### src/rtl/core/bmpd_pkg.sv
// bmpd_pkg: shared types and constants for the 24-bit BMP stream decoder.
// Used by bmpd_parser, bmpd_outq and bmp24_stream_decoder. No dependencies.
package bmpd_pkg;

  localparam int unsigned MAX_WIDTH  = 4096;
  localparam int unsigned MAX_HEIGHT = 4096;
  localparam int unsigned DIM_W      = 13;
  localparam int unsigned COORD_W    = 12;

  localparam logic [15:0] BMP_SIGNATURE = 16'h4D42;
  localparam logic [31:0] INFO_HDR_SIZE = 32'd40;
  localparam logic [15:0] BITS_PER_PIX  = 16'd24;
  localparam logic [31:0] MIN_DATA_OFS  = 32'd54;

  typedef enum logic [1:0] {
    KIND_PIXEL = 2'd0,
    KIND_DONE  = 2'd1,
    KIND_ERROR = 2'd2
  } kind_t;

  typedef enum logic [2:0] {
    ERR_SIGNATURE = 3'd0,
    ERR_HDR_SIZE  = 3'd1,
    ERR_FORMAT    = 3'd2,
    ERR_DIMENSION = 3'd3,
    ERR_DATA_OFS  = 3'd4,
    ERR_TRUNCATED = 3'd5
  } err_code_t;

  typedef struct packed {
    kind_t                kind;
    logic [7:0]           red;
    logic [7:0]           green;
    logic [7:0]           blue;
    logic [COORD_W-1:0]   column;
    logic [COORD_W-1:0]   storage_row;
    err_code_t            error_code;
  } result_t;

  // Up to two results per byte: slot 1 is only used with slot 0.
  typedef struct packed {
    logic    push0;
    logic    push1;
    result_t item0;
    result_t item1;
  } res_pair_t;

endpackage

### src/rtl/core/bmpd_parser.sv
// bmpd_parser: header parse, checks and pixel assembly, one byte per cycle while byte_fire is high.
// Depends on bmpd_pkg.
module bmpd_parser (
  input  logic                clk,
  input  logic                rst_n,
  input  logic                byte_fire,
  input  logic [7:0]          file_byte,
  input  logic                first_byte,
  input  logic                stream_end,
  output bmpd_pkg::res_pair_t res
);
  import bmpd_pkg::*;

  typedef enum logic [2:0] {
    PH_IDLE,
    PH_HEADER,
    PH_SKIP,
    PH_PIXELS,
    PH_PAD
  } phase_t;

  phase_t             phase_r, phase_nxt;
  logic [31:0]        pos_r, pos_nxt;
  logic [31:0]        hshift_r, hshift_nxt;
  logic [31:0]        pix_ofs_r, pix_ofs_nxt;
  logic [DIM_W-1:0]   width_r, width_nxt;
  logic [DIM_W-1:0]   height_r, height_nxt;
  logic               top_down_r, top_down_nxt;
  logic [COORD_W-1:0] col_r, col_nxt;
  logic [COORD_W-1:0] row_r, row_nxt;
  logic [1:0]         bip_r, bip_nxt;
  logic [1:0]         pad_r, pad_nxt;
  logic [15:0]        held_r, held_nxt;

  logic               pix_emit, done_emit, err_emit;
  err_code_t          err_code;
  logic [31:0]        mag;
  logic [DIM_W-1:0]   row_ext;
  logic [DIM_W-1:0]   flip_row;
  logic               end_row;
  result_t            pix_item, done_item, err_item;

  always_comb begin
    phase_nxt    = phase_r;
    pos_nxt      = pos_r;
    hshift_nxt   = hshift_r;
    pix_ofs_nxt  = pix_ofs_r;
    width_nxt    = width_r;
    height_nxt   = height_r;
    top_down_nxt = top_down_r;
    col_nxt      = col_r;
    row_nxt      = row_r;
    bip_nxt      = bip_r;
    pad_nxt      = pad_r;
    held_nxt     = held_r;
    pix_emit     = 1'b0;
    done_emit    = 1'b0;
    err_emit     = 1'b0;
    err_code     = ERR_SIGNATURE;
    mag          = 32'd0;
    end_row      = 1'b0;
    row_ext      = {1'b0, row_r};
    flip_row     = height_r - DIM_W'(1) - row_ext;

    if (byte_fire) begin
      if (stream_end) begin
        if (phase_r != PH_IDLE) begin
          err_emit  = 1'b1;
          err_code  = ERR_TRUNCATED;
          phase_nxt = PH_IDLE;
        end
      end else begin
        if (first_byte) begin
          pos_nxt      = 32'd0;
          hshift_nxt   = 32'd0;
          pix_ofs_nxt  = 32'd0;
          width_nxt    = '0;
          height_nxt   = '0;
          top_down_nxt = 1'b0;
          col_nxt      = '0;
          row_nxt      = '0;
          bip_nxt      = 2'd0;
          pad_nxt      = 2'd0;
          held_nxt     = 16'd0;
          phase_nxt    = PH_HEADER;
        end
        row_ext  = {1'b0, row_nxt};
        flip_row = height_nxt - DIM_W'(1) - row_ext;

        unique case (phase_nxt)
          PH_HEADER: begin
            hshift_nxt = {file_byte, hshift_nxt[31:8]};
            case (pos_nxt)
              32'd1: begin
                if (hshift_nxt[31:16] != BMP_SIGNATURE) begin
                  err_emit = 1'b1;
                  err_code = ERR_SIGNATURE;
                end
              end
              32'd13: pix_ofs_nxt = hshift_nxt;
              32'd17: begin
                if (hshift_nxt != INFO_HDR_SIZE) begin
                  err_emit = 1'b1;
                  err_code = ERR_HDR_SIZE;
                end
              end
              32'd21: begin
                if (hshift_nxt[31] || hshift_nxt == 32'd0 ||
                    hshift_nxt > 32'(MAX_WIDTH))
                  width_nxt = '0;
                else
                  width_nxt = hshift_nxt[DIM_W-1:0];
              end
              32'd25: begin
                mag          = hshift_nxt[31] ? (~hshift_nxt + 32'd1) : hshift_nxt;
                top_down_nxt = hshift_nxt[31];
                if (mag == 32'd0 || mag > 32'(MAX_HEIGHT))
                  height_nxt = '0;
                else
                  height_nxt = mag[DIM_W-1:0];
              end
              32'd29: begin
                if (hshift_nxt[31:16] != BITS_PER_PIX) begin
                  err_emit = 1'b1;
                  err_code = ERR_FORMAT;
                end
              end
              32'd33: begin
                if (hshift_nxt != 32'd0) begin
                  err_emit = 1'b1;
                  err_code = ERR_FORMAT;
                end else if (width_nxt == '0 || height_nxt == '0) begin
                  err_emit = 1'b1;
                  err_code = ERR_DIMENSION;
                end else if (pix_ofs_nxt < MIN_DATA_OFS) begin
                  err_emit = 1'b1;
                  err_code = ERR_DATA_OFS;
                end
              end
              32'd53: phase_nxt = (pix_ofs_nxt == MIN_DATA_OFS) ? PH_PIXELS : PH_SKIP;
              default: ;
            endcase
            if (err_emit)
              phase_nxt = PH_IDLE;
          end
          PH_SKIP: begin
            if (pos_nxt + 32'd1 == pix_ofs_nxt)
              phase_nxt = PH_PIXELS;
          end
          PH_PIXELS: begin
            case (bip_nxt)
              2'd0: begin
                held_nxt = {8'd0, file_byte};
                bip_nxt  = 2'd1;
              end
              2'd1: begin
                held_nxt[15:8] = file_byte;
                bip_nxt        = 2'd2;
              end
              default: begin
                pix_emit = 1'b1;
                bip_nxt  = 2'd0;
                if ({1'b0, col_nxt} + DIM_W'(1) >= width_nxt) begin
                  col_nxt = '0;
                  pad_nxt = width_nxt[1:0];
                  if (width_nxt[1:0] != 2'd0)
                    phase_nxt = PH_PAD;
                  else
                    end_row = 1'b1;
                end else begin
                  col_nxt = col_nxt + COORD_W'(1);
                end
              end
            endcase
          end
          PH_PAD: begin
            pad_nxt = pad_nxt - 2'd1;
            if (pad_nxt == 2'd0)
              end_row = 1'b1;
          end
          default: ;
        endcase

        if (end_row) begin
          row_nxt = row_nxt + COORD_W'(1);
          if (row_ext + DIM_W'(1) >= height_nxt) begin
            done_emit = 1'b1;
            phase_nxt = PH_IDLE;
          end else begin
            phase_nxt = PH_PIXELS;
          end
        end

        if (phase_r != PH_IDLE || first_byte)
          pos_nxt = pos_nxt + 32'd1;
      end
    end
  end

  always_comb begin
    pix_item             = '0;
    pix_item.kind        = KIND_PIXEL;
    pix_item.red         = file_byte;
    pix_item.green       = held_nxt[15:8];
    pix_item.blue        = held_nxt[7:0];
    pix_item.column      = first_byte ? '0 : col_r;
    pix_item.storage_row = top_down_r ? row_r : flip_row[COORD_W-1:0];
    pix_item.error_code  = ERR_SIGNATURE;

    done_item            = '0;
    done_item.kind       = KIND_DONE;
    done_item.error_code = ERR_SIGNATURE;

    err_item             = '0;
    err_item.kind        = KIND_ERROR;
    err_item.error_code  = err_code;

    res.push0 = pix_emit | done_emit | err_emit;
    res.push1 = pix_emit & done_emit;
    res.item0 = pix_emit ? pix_item : (done_emit ? done_item : err_item);
    res.item1 = done_item;
  end

  always_ff @(posedge clk) begin
    if (!rst_n) begin
      phase_r    <= PH_IDLE;
      pos_r      <= 32'd0;
      hshift_r   <= 32'd0;
      pix_ofs_r  <= 32'd0;
      width_r    <= '0;
      height_r   <= '0;
      top_down_r <= 1'b0;
      col_r      <= '0;
      row_r      <= '0;
      bip_r      <= 2'd0;
      pad_r      <= 2'd0;
      held_r     <= 16'd0;
    end else begin
      phase_r    <= phase_nxt;
      pos_r      <= pos_nxt;
      hshift_r   <= hshift_nxt;
      pix_ofs_r  <= pix_ofs_nxt;
      width_r    <= width_nxt;
      height_r   <= height_nxt;
      top_down_r <= top_down_nxt;
      col_r      <= col_nxt;
      row_r      <= row_nxt;
      bip_r      <= bip_nxt;
      pad_r      <= pad_nxt;
      held_r     <= held_nxt;
    end
  end

endmodule

### src/rtl/core/bmpd_outq.sv
// bmpd_outq: four-entry result queue, takes up to two items per cycle.
// Depends on bmpd_pkg.
module bmpd_outq (
  input  logic                clk,
  input  logic                rst_n,
  input  bmpd_pkg::res_pair_t res,
  output logic                room,
  output logic                out_valid,
  input  logic                out_ready,
  output bmpd_pkg::result_t   out_item
);
  import bmpd_pkg::*;

  result_t    mem_r [4];
  logic [1:0] wp_r, wp_nxt;
  logic [1:0] rp_r, rp_nxt;
  logic [2:0] cnt_r, cnt_nxt;
  logic       pop;

  assign room      = cnt_r <= 3'd2;
  assign out_valid = cnt_r != 3'd0;
  assign out_item  = mem_r[rp_r];
  assign pop       = out_valid & out_ready;

  always_comb begin
    wp_nxt  = wp_r + {1'b0, res.push0} + {1'b0, res.push1};
    rp_nxt  = rp_r + {1'b0, pop};
    cnt_nxt = cnt_r + {2'b0, res.push0} + {2'b0, res.push1} - {2'b0, pop};
  end

  always_ff @(posedge clk) begin
    if (res.push0)
      mem_r[wp_r] <= res.item0;
    if (res.push1)
      mem_r[wp_r + 2'd1] <= res.item1;
  end

  always_ff @(posedge clk) begin
    if (!rst_n) begin
      wp_r  <= 2'd0;
      rp_r  <= 2'd0;
      cnt_r <= 3'd0;
    end else begin
      wp_r  <= wp_nxt;
      rp_r  <= rp_nxt;
      cnt_r <= cnt_nxt;
    end
  end

endmodule

### src/rtl/core/bmp24_stream_decoder.sv
// Decoder for 24-bit uncompressed BMP files arriving one byte per item.
// Takes one byte every clock while the result queue has room for two items: the
// parser updates its state in the cycle a byte is accepted and writes its results
// into a four-entry queue, so the rate is set by the output side draining the
// queue. A pixel and the done item can come from the same byte. Results are registered
// in the queue before they appear on the output.
// Depends on bmpd_pkg, bmpd_parser and bmpd_outq.
module bmp24_stream_decoder (
  input  logic        clk,
  input  logic        rst_n,
  input  logic        in_tvalid,
  output logic        in_tready,
  input  logic [7:0]  in_tdata,   // file_byte
  input  logic [1:0]  in_tuser,   // first_byte, stream_end
  output logic        out_tvalid,
  input  logic        out_tready,
  output logic [55:0] out_tdata,  // red, green, blue, column, storage_row, error_code
  output logic [1:0]  out_tuser   // kind
);
  import bmpd_pkg::*;

  res_pair_t res;
  result_t   item;
  logic      room;
  logic      byte_fire;

  assign in_tready = room;
  assign byte_fire = in_tvalid & room;

  bmpd_parser u_parser (
    .clk        (clk),
    .rst_n      (rst_n),
    .byte_fire  (byte_fire),
    .file_byte  (in_tdata),
    .first_byte (in_tuser[0]),
    .stream_end (in_tuser[1]),
    .res        (res)
  );

  bmpd_outq u_outq (
    .clk       (clk),
    .rst_n     (rst_n),
    .res       (res),
    .room      (room),
    .out_valid (out_tvalid),
    .out_ready (out_tready),
    .out_item  (item)
  );

  assign out_tuser = item.kind;
  assign out_tdata = {5'd0, item.error_code, item.storage_row, item.column,
                      item.blue, item.green, item.red};

endmodule

### config.mk
export PLATFORM = sky130hd
export DESIGN_NAME = bmp24_stream_decoder
export DESIGN_NICKNAME = d
export VERILOG_FILES = /design/src/rtl/core/bmpd_pkg.sv /design/src/rtl/core/bmpd_parser.sv /design/src/rtl/core/bmpd_outq.sv /design/src/rtl/core/bmp24_stream_decoder.sv
export SDC_FILE = /design/constraint.sdc
export NUM_CORES = 1
export LEC_CHECK = 0
export BUFFER_PORTS_ARGS = -buffer_cell sky130_fd_sc_hd__buf_2
export CAP_MARGIN = 25
export CORE_MARGIN = 2
export CORE_UTILIZATION = 57
export DETAILED_ROUTE_END_ITERATION = 10
export PLACE_DENSITY = 0.88
export SYNTH_ARGS = -nofsm -noshare
export SYNTH_HDL_FRONTEND = slang
export SYNTH_HIERARCHICAL = 1
export SYNTH_SLANG_ARGS = --single-unit
### constraint.sdc
create_clock -name clk -period 10 [get_ports clk]
set_input_delay 0.5 -clock clk [delete_from_list [all_inputs] [get_ports clk]]
set_output_delay 0.5 -clock clk [all_outputs]
set_load 0.01 [all_outputs]
-- Word-level counts from Yosys, hierarchy flattened
Memories as Yosys holds them, arrays and structs flattened. A register that Yosys moved wholly into a read port is not among the register bits.
Cells that the tools add are included.
- add/subtract/negate cells: 18
- bitwise operators: 7
- multiplexer cells: 122
- equal/unequal tests: 19
- reduce and logical (&&, ||, !) cells: 18
- order comparisons: 6
- operator list (kind ; count):
    $mux W32 ; 14
    $mux W13 ; 14
    $mux W12 ; 13
    $eq A32 B5 Y1 const B ; 4
    $mux W53 ; 2
    $eq A32 B6 Y1 const B ; 3
    $add A32 B1 Y32 const B ; 2
    $gt A32 B13 Y1 const B ; 2
    $logic_not A32 Y1 ; 2
    $mux W16 ; 4
    $mux W3 ; 19
    $mux W1 ; 36
    $eq A32 B1 Y1 const B ; 1
    $eq A32 B32 Y1 ; 1
    $eq A32 B4 Y1 const B ; 1
    $lt A32 B6 Y1 const B ; 1
    $ne A32 B6 Y1 const B ; 1
    $not A32 Y32 ; 1
    $reduce_bool A32 Y1 ; 1
    $add A12 B1 Y13 const B ; 2
    $ge A13 B13 Y1 ; 2
    $logic_not A13 Y1 ; 2
    $add A12 B1 Y12 const B ; 2
    $mux W2 ; 12
    30 further kinds ; 48
- register bits: 169
- memories: 1
- bits of input ports: 14
- RAM bits: 212
- memories (name ; words ; width ; rd ports ; clocked after Yosys merged registers in ; wr ports ; RTL line ; RTL):
    u_outq.mem_r ; 4 ; 53 ; 1 ; 1 ; 2 ; bmpd_outq.sv:14 ; result_t mem_r [4];

-- Depth between registers and ports, before layout
- depth in word-level cells: 23
- gate-level depth with buffers: 33
- gate-level depth less buffers: 26

-- Hierarchy
The synthesis kept the hierarchy.
- modules (own cells, without submodules) (module ; cells an instance ; area an instance (um^2) ; times used ; sequential area each (um^2)):
    bmpd_parser ; 1700 ; 12746.0 ; 1 ; 3243.1
    bmpd_outq ; 555 ; 10674.0 ; 1 ; 6506.2
    bmp24_stream_decoder ; 7 ; 47.5 ; 1 ; 0.0

-- Worst setup path after synthesis
No wires, ideal clock.
- path kind: input-to-reg
- from: input port in_tuser[0]
- to: memory u_outq/mem_r[0][0] in the netlist's numbering (enable)
- data required time: 9.457 ns
- setup slack: 0.510 ns
- stages on the path: 28
- buffers on the path: 9
- arrival time: 8.947 ns
- cells stage by stage: buf_2 -> buf_6 -> clkbuf_1 -> buf_2 -> buf_2 -> buf_2 -> clkbuf_1 -> clkbuf_1 -> nor2b_1 -> ha_1 -> nand3_1 -> a2111oi_2 -> o31a_1 -> o311a_1 -> o2111a_1 -> and4_4 -> buf_6 -> a22oi_1 -> ha_1 -> and3_1 -> o2111ai_1 -> a21oi_1 -> a2111oi_0 -> o21ai_0 -> a21oi_1 -> o21ai_0 -> inv_1 -> o31ai_1
- RTL lines (what ; RTL line ; RTL):
    start, declared ; bmp24_stream_decoder.sv:14 ; input logic [1:0] in_tuser,
    end, declared ; bmpd_outq.sv:14 ;

==> out/summary.txt <==
Seq cells post-synth - 381
Hold Slack - 0.365 ns
DIE AREA - 42800 um^2
Final Max Tran Viols - 0
Post-synth EDFFs - 212
Most frequent cells in the layout - 212 x edfxtp_1, 207 x mux2_2, 167 x dfxtp_1
Int Pwr - 2.86 mW
Routed Antenna Nets - 0
Die Height - 207 um
Finish-stage setup viols - 0
Gpl congestion - 0.957
Largest stage delay on the critical path - 0.86 ns
Crit path launch type - input port
Leakage - 9.26 nW
Min cycle time layout - 7.79 ns
Class of the worst hold path - in2reg
Unrepaired setup endpoints after global routing - false
Initial Util - 57.6%
Flop pwr share - 44.2%
Seq/Total Area, Yosys - 41.5%
Fill count - 3136
Distinct cell type count after synthesis - 98
Clock Path Buffers - 3
Nets - 2282
Total Routing Usage GR - 29.3%
Clk sink count - 381
Clk_skew - 0.0194 ns
Std-Cell Rows - 74
First-pass GRT wire length - 98600 um
CTS clock-pin slew for the worst setup and hold paths - 0.06 ns
Vias in the first global route - 17900
Clk Latency, worst-skew pair - 0.56 ns
Tot Pwr - 3.91 mW
Via density - 6.62
Buffers on Ports - 68
Most common cell after layout, fill and taps aside - edfxtp_1
Largest net degree at the start of global routing - 99
Max-Cap Viols - 0
Count of warnings emitted by yosys - 6
Grt met3 use - 3.97%
Final worst-path cycle share - 77.9%
Worst vdd ir - 0.000145 V
Final TNS setup - 0 ns
M1 GR Usage - 37.0%
Synthesized instance count - 2262
Clock power frac - 39.7%
Final WL - 64200 um
Async S/R FF share, synth - 0%
Worst EP arrival - 8.09 ns
DR vias - 18400
# H-tree levels - 2
Crit-path max FO - 84
Initial antenna violation count - 0
CP Capture Type - flip-flop
CP top delay family - simple AND/OR/NAND/NOR gates
DRC viols - 0
Primary FF master, synth - edfxtp_1
Area delta synth->final - 6.59%
Total grt overflow - 0
Fmax - 128 MHz
Rel. slew slack - 23.7%
Crit Path Class - in2reg
Busiest layer in global routing - met2
Sw Pwr - 1.05 mW
Die width - 207 um
Dpl hpwl - 42200 um
Crit-path cells - buf_4 -> nor2b_1 -> inv_1 -> ha_1 -> nor3b_1 -> nand4_1 -> and2_1 -> nor4_1 -> o311a_1 -> o2111a_1 -> nand4_2 -> a2bb2oi_1 -> ha_1 -> and3_1 -> o2111ai_1 -> a21oi_1 -> a2111oi_0 -> o21ai_0 -> nand2_1 -> nor2_1 -> nor3b_4 -> buf_4 -> mux2_2
Avg WL per Cell - 23.1 um
PwrDens - 156 nW/um^2
Initial DRC Count - 2328
Cts hold-fix bufs - 0
Layout cells sized above 1 - 20.8%
CP Data Required Time - 10.31 ns
Final Hold Vio Count - 0
Status - completed
Slowest stage cell on the critical path - nor3b_4
Avg Inst Size Synth - 10.4 um^2
Number of diodes - 0
Post-CTS Resized - 0
DRT Pass-1 Iters - 6
Num ports - 74
Met2 usage - 49.7%
# Post-CTS Setup Buffers - 0
Final core utilization - 61.4%
Switching part of the total power - 26.9%
Inserted Clock Buffers - 40
Worst-Margin Slew - 1.14 ns
WP buf/inv - 3
Synth Cell Area - 23500 um^2
CTS tree - built
Combinational fraction of design power - 16.1%
Root Buffer - clkbuf_16
Core area - 40700 um^2
worst register-to-register path: stages, from the launching register on:
cell and delay (ns):
dfxtp_1 0.41, nor2b_1 0.30, inv_1 0.16, ha_1 0.38, nand2b_1 0.33, xnor2_1 0.36, nand3b_1 0.12, nor4b_1 0.33
and4b_1 0.25, xor2_1 0.21, nand4_2 0.32, a2bb2oi_1 0.24, ha_1 0.35, and3_1 0.18, o2111ai_1 0.10, a21oi_1 0.12
a2111oi_0 0.09, o21ai_0 0.35, nand2_1 0.12, nor2_1 0.59, nor3b_4 0.87, buf_4 0.67, mux2_2 0.45
through the flow:
stage,instances,setup slack [ns],instance area [um^2]
after global placement,2703,1.99,23600
after global routing,2782,1.68,25000
after detailed placement,2708,1.83,23700
after CTS,2782,2.37,25000
after floorplan,2317,0.510,23700
final,2782,2.21,25000
power groups by stage:
| stage | Combinational (mW) | Sequential [mW] | Clock (mW) |
|---|---|---|---|
| finish | 0.629 | 1.73 | 1.55 |
| CTS | 0.621 | 1.73 | 1.57 |
| global route | 0.675 | 1.74 | 1.63 |
| global placement | 0.603 | 1.76 | 0 |
| detailed placement | 0.616 | 1.76 | 0 |
| floorplan | 0.477 | 1.73 | 0 |
worst paths after layout:
| kind | start | endpoint | slack, ns | cells after the start |
|---|---|---|---|---|
| min reg2reg | u_parser/hshift_r[9]$_SDFFE_PN0P_ | u_parser/hshift_r[9]$_SDFFE_PN0P_ | 0.53 | 2 |
| max | in_tuser[0] | u_outq/mem_r[1][13]$_DFFE_PP_ | 2.21 | 23 |
| min | in_tdata[3] | u_parser/hshift_r[27]$_SDFFE_PN0P_ | 0.37 | 3 |
| max reg2reg | u_parser/hshift_r[8]$_SDFFE_PN0P_ | u_outq/mem_r[1][13]$_DFFE_PP_ | 2.44 | 22 |
cell usage after synthesis, types with 30 or more instances:
| library cell | count | area, um^2 |
|---|---|---|
| edfxtp_1 | 212 | 6370 |
| mux2_2 | 207 | 2330 |
| dfxtp_1 | 169 | 3380 |
| nand2_1 | 164 | 616 |
| nor2b_1 | 156 | 976 |
| nor2_1 | 133 | 499 |
| clkbuf_1 | 116 | 435 |
| a22oi_1 | 109 | 818 |
| o21ai_0 | 92 | 460 |
| buf_4 | 67 | 503 |
| a21oi_1 | 56 | 280 |
| mux4_2 | 53 | 1190 |
| nand3_1 | 49 | 245 |
| ha_1 | 46 | 576 |
| nor4_1 | 44 | 275 |
| xnor2_1 | 40 | 350 |
| and3_1 | 39 | 244 |
| inv_1 | 38 | 143 |
| nor3_1 | 37 | 185 |
| xor2_1 | 36 | 315 |
| a21boi_0 | 30 | 225 |
per-layer routing:
metal  vias up  wire length (um)
met2      1035             30900
met5         -                 0
met3       231              5350
li1       8247                 -
met1      8910             24700
met4         0              3290
layout make-up:
cell class                      count  area (um^2)  area share, %
Sequential cell                   381         9750           39.0
Tap cell                          532          666           2.66
Multi-Input combinational cell   1663        12500           50.1
Clock buffer                       52         1090           4.35
Inverter                           38          143          0.570
Clock inverter                     22          273           1.09
Timing Repair Buffer               94          559           2.24
logic make-up after synthesis:
| group | after synthesis | synth area share (%) |
|---|---|---|
| compound gates | 425 | 12.4 |
| xor+xnor | 77 | 2.93 |
| fa+ha+maj | 50 | 2.79 |
| buf+inv | 273 | 6.18 |
| flops | 381 | 41.5 |
| mux | 277 | 15.9 |
| other cells | 3 | 0.0480 |
| simple gates | 776 | 18.2 |
registers in the layout (all words and copies together) (netlist names):
signal,flops
u_outq/cnt_r,3
u_outq/mem_r,212
u_outq/rp_r,2
u_outq/wp_r,2
u_parser/bip_r,2
u_parser/col_r,12
u_parser/height_r,13
u_parser/held_r,16
u_parser/hshift_r,24
u_parser/pad_r,2
u_parser/phase_r,3
u_parser/pix_ofs_r,32
u_parser/pos_r,32
u_parser/row_r,12
u_parser/top_down_r,1
u_parser/width_r,13
Power figures use the tool's default switching activity.
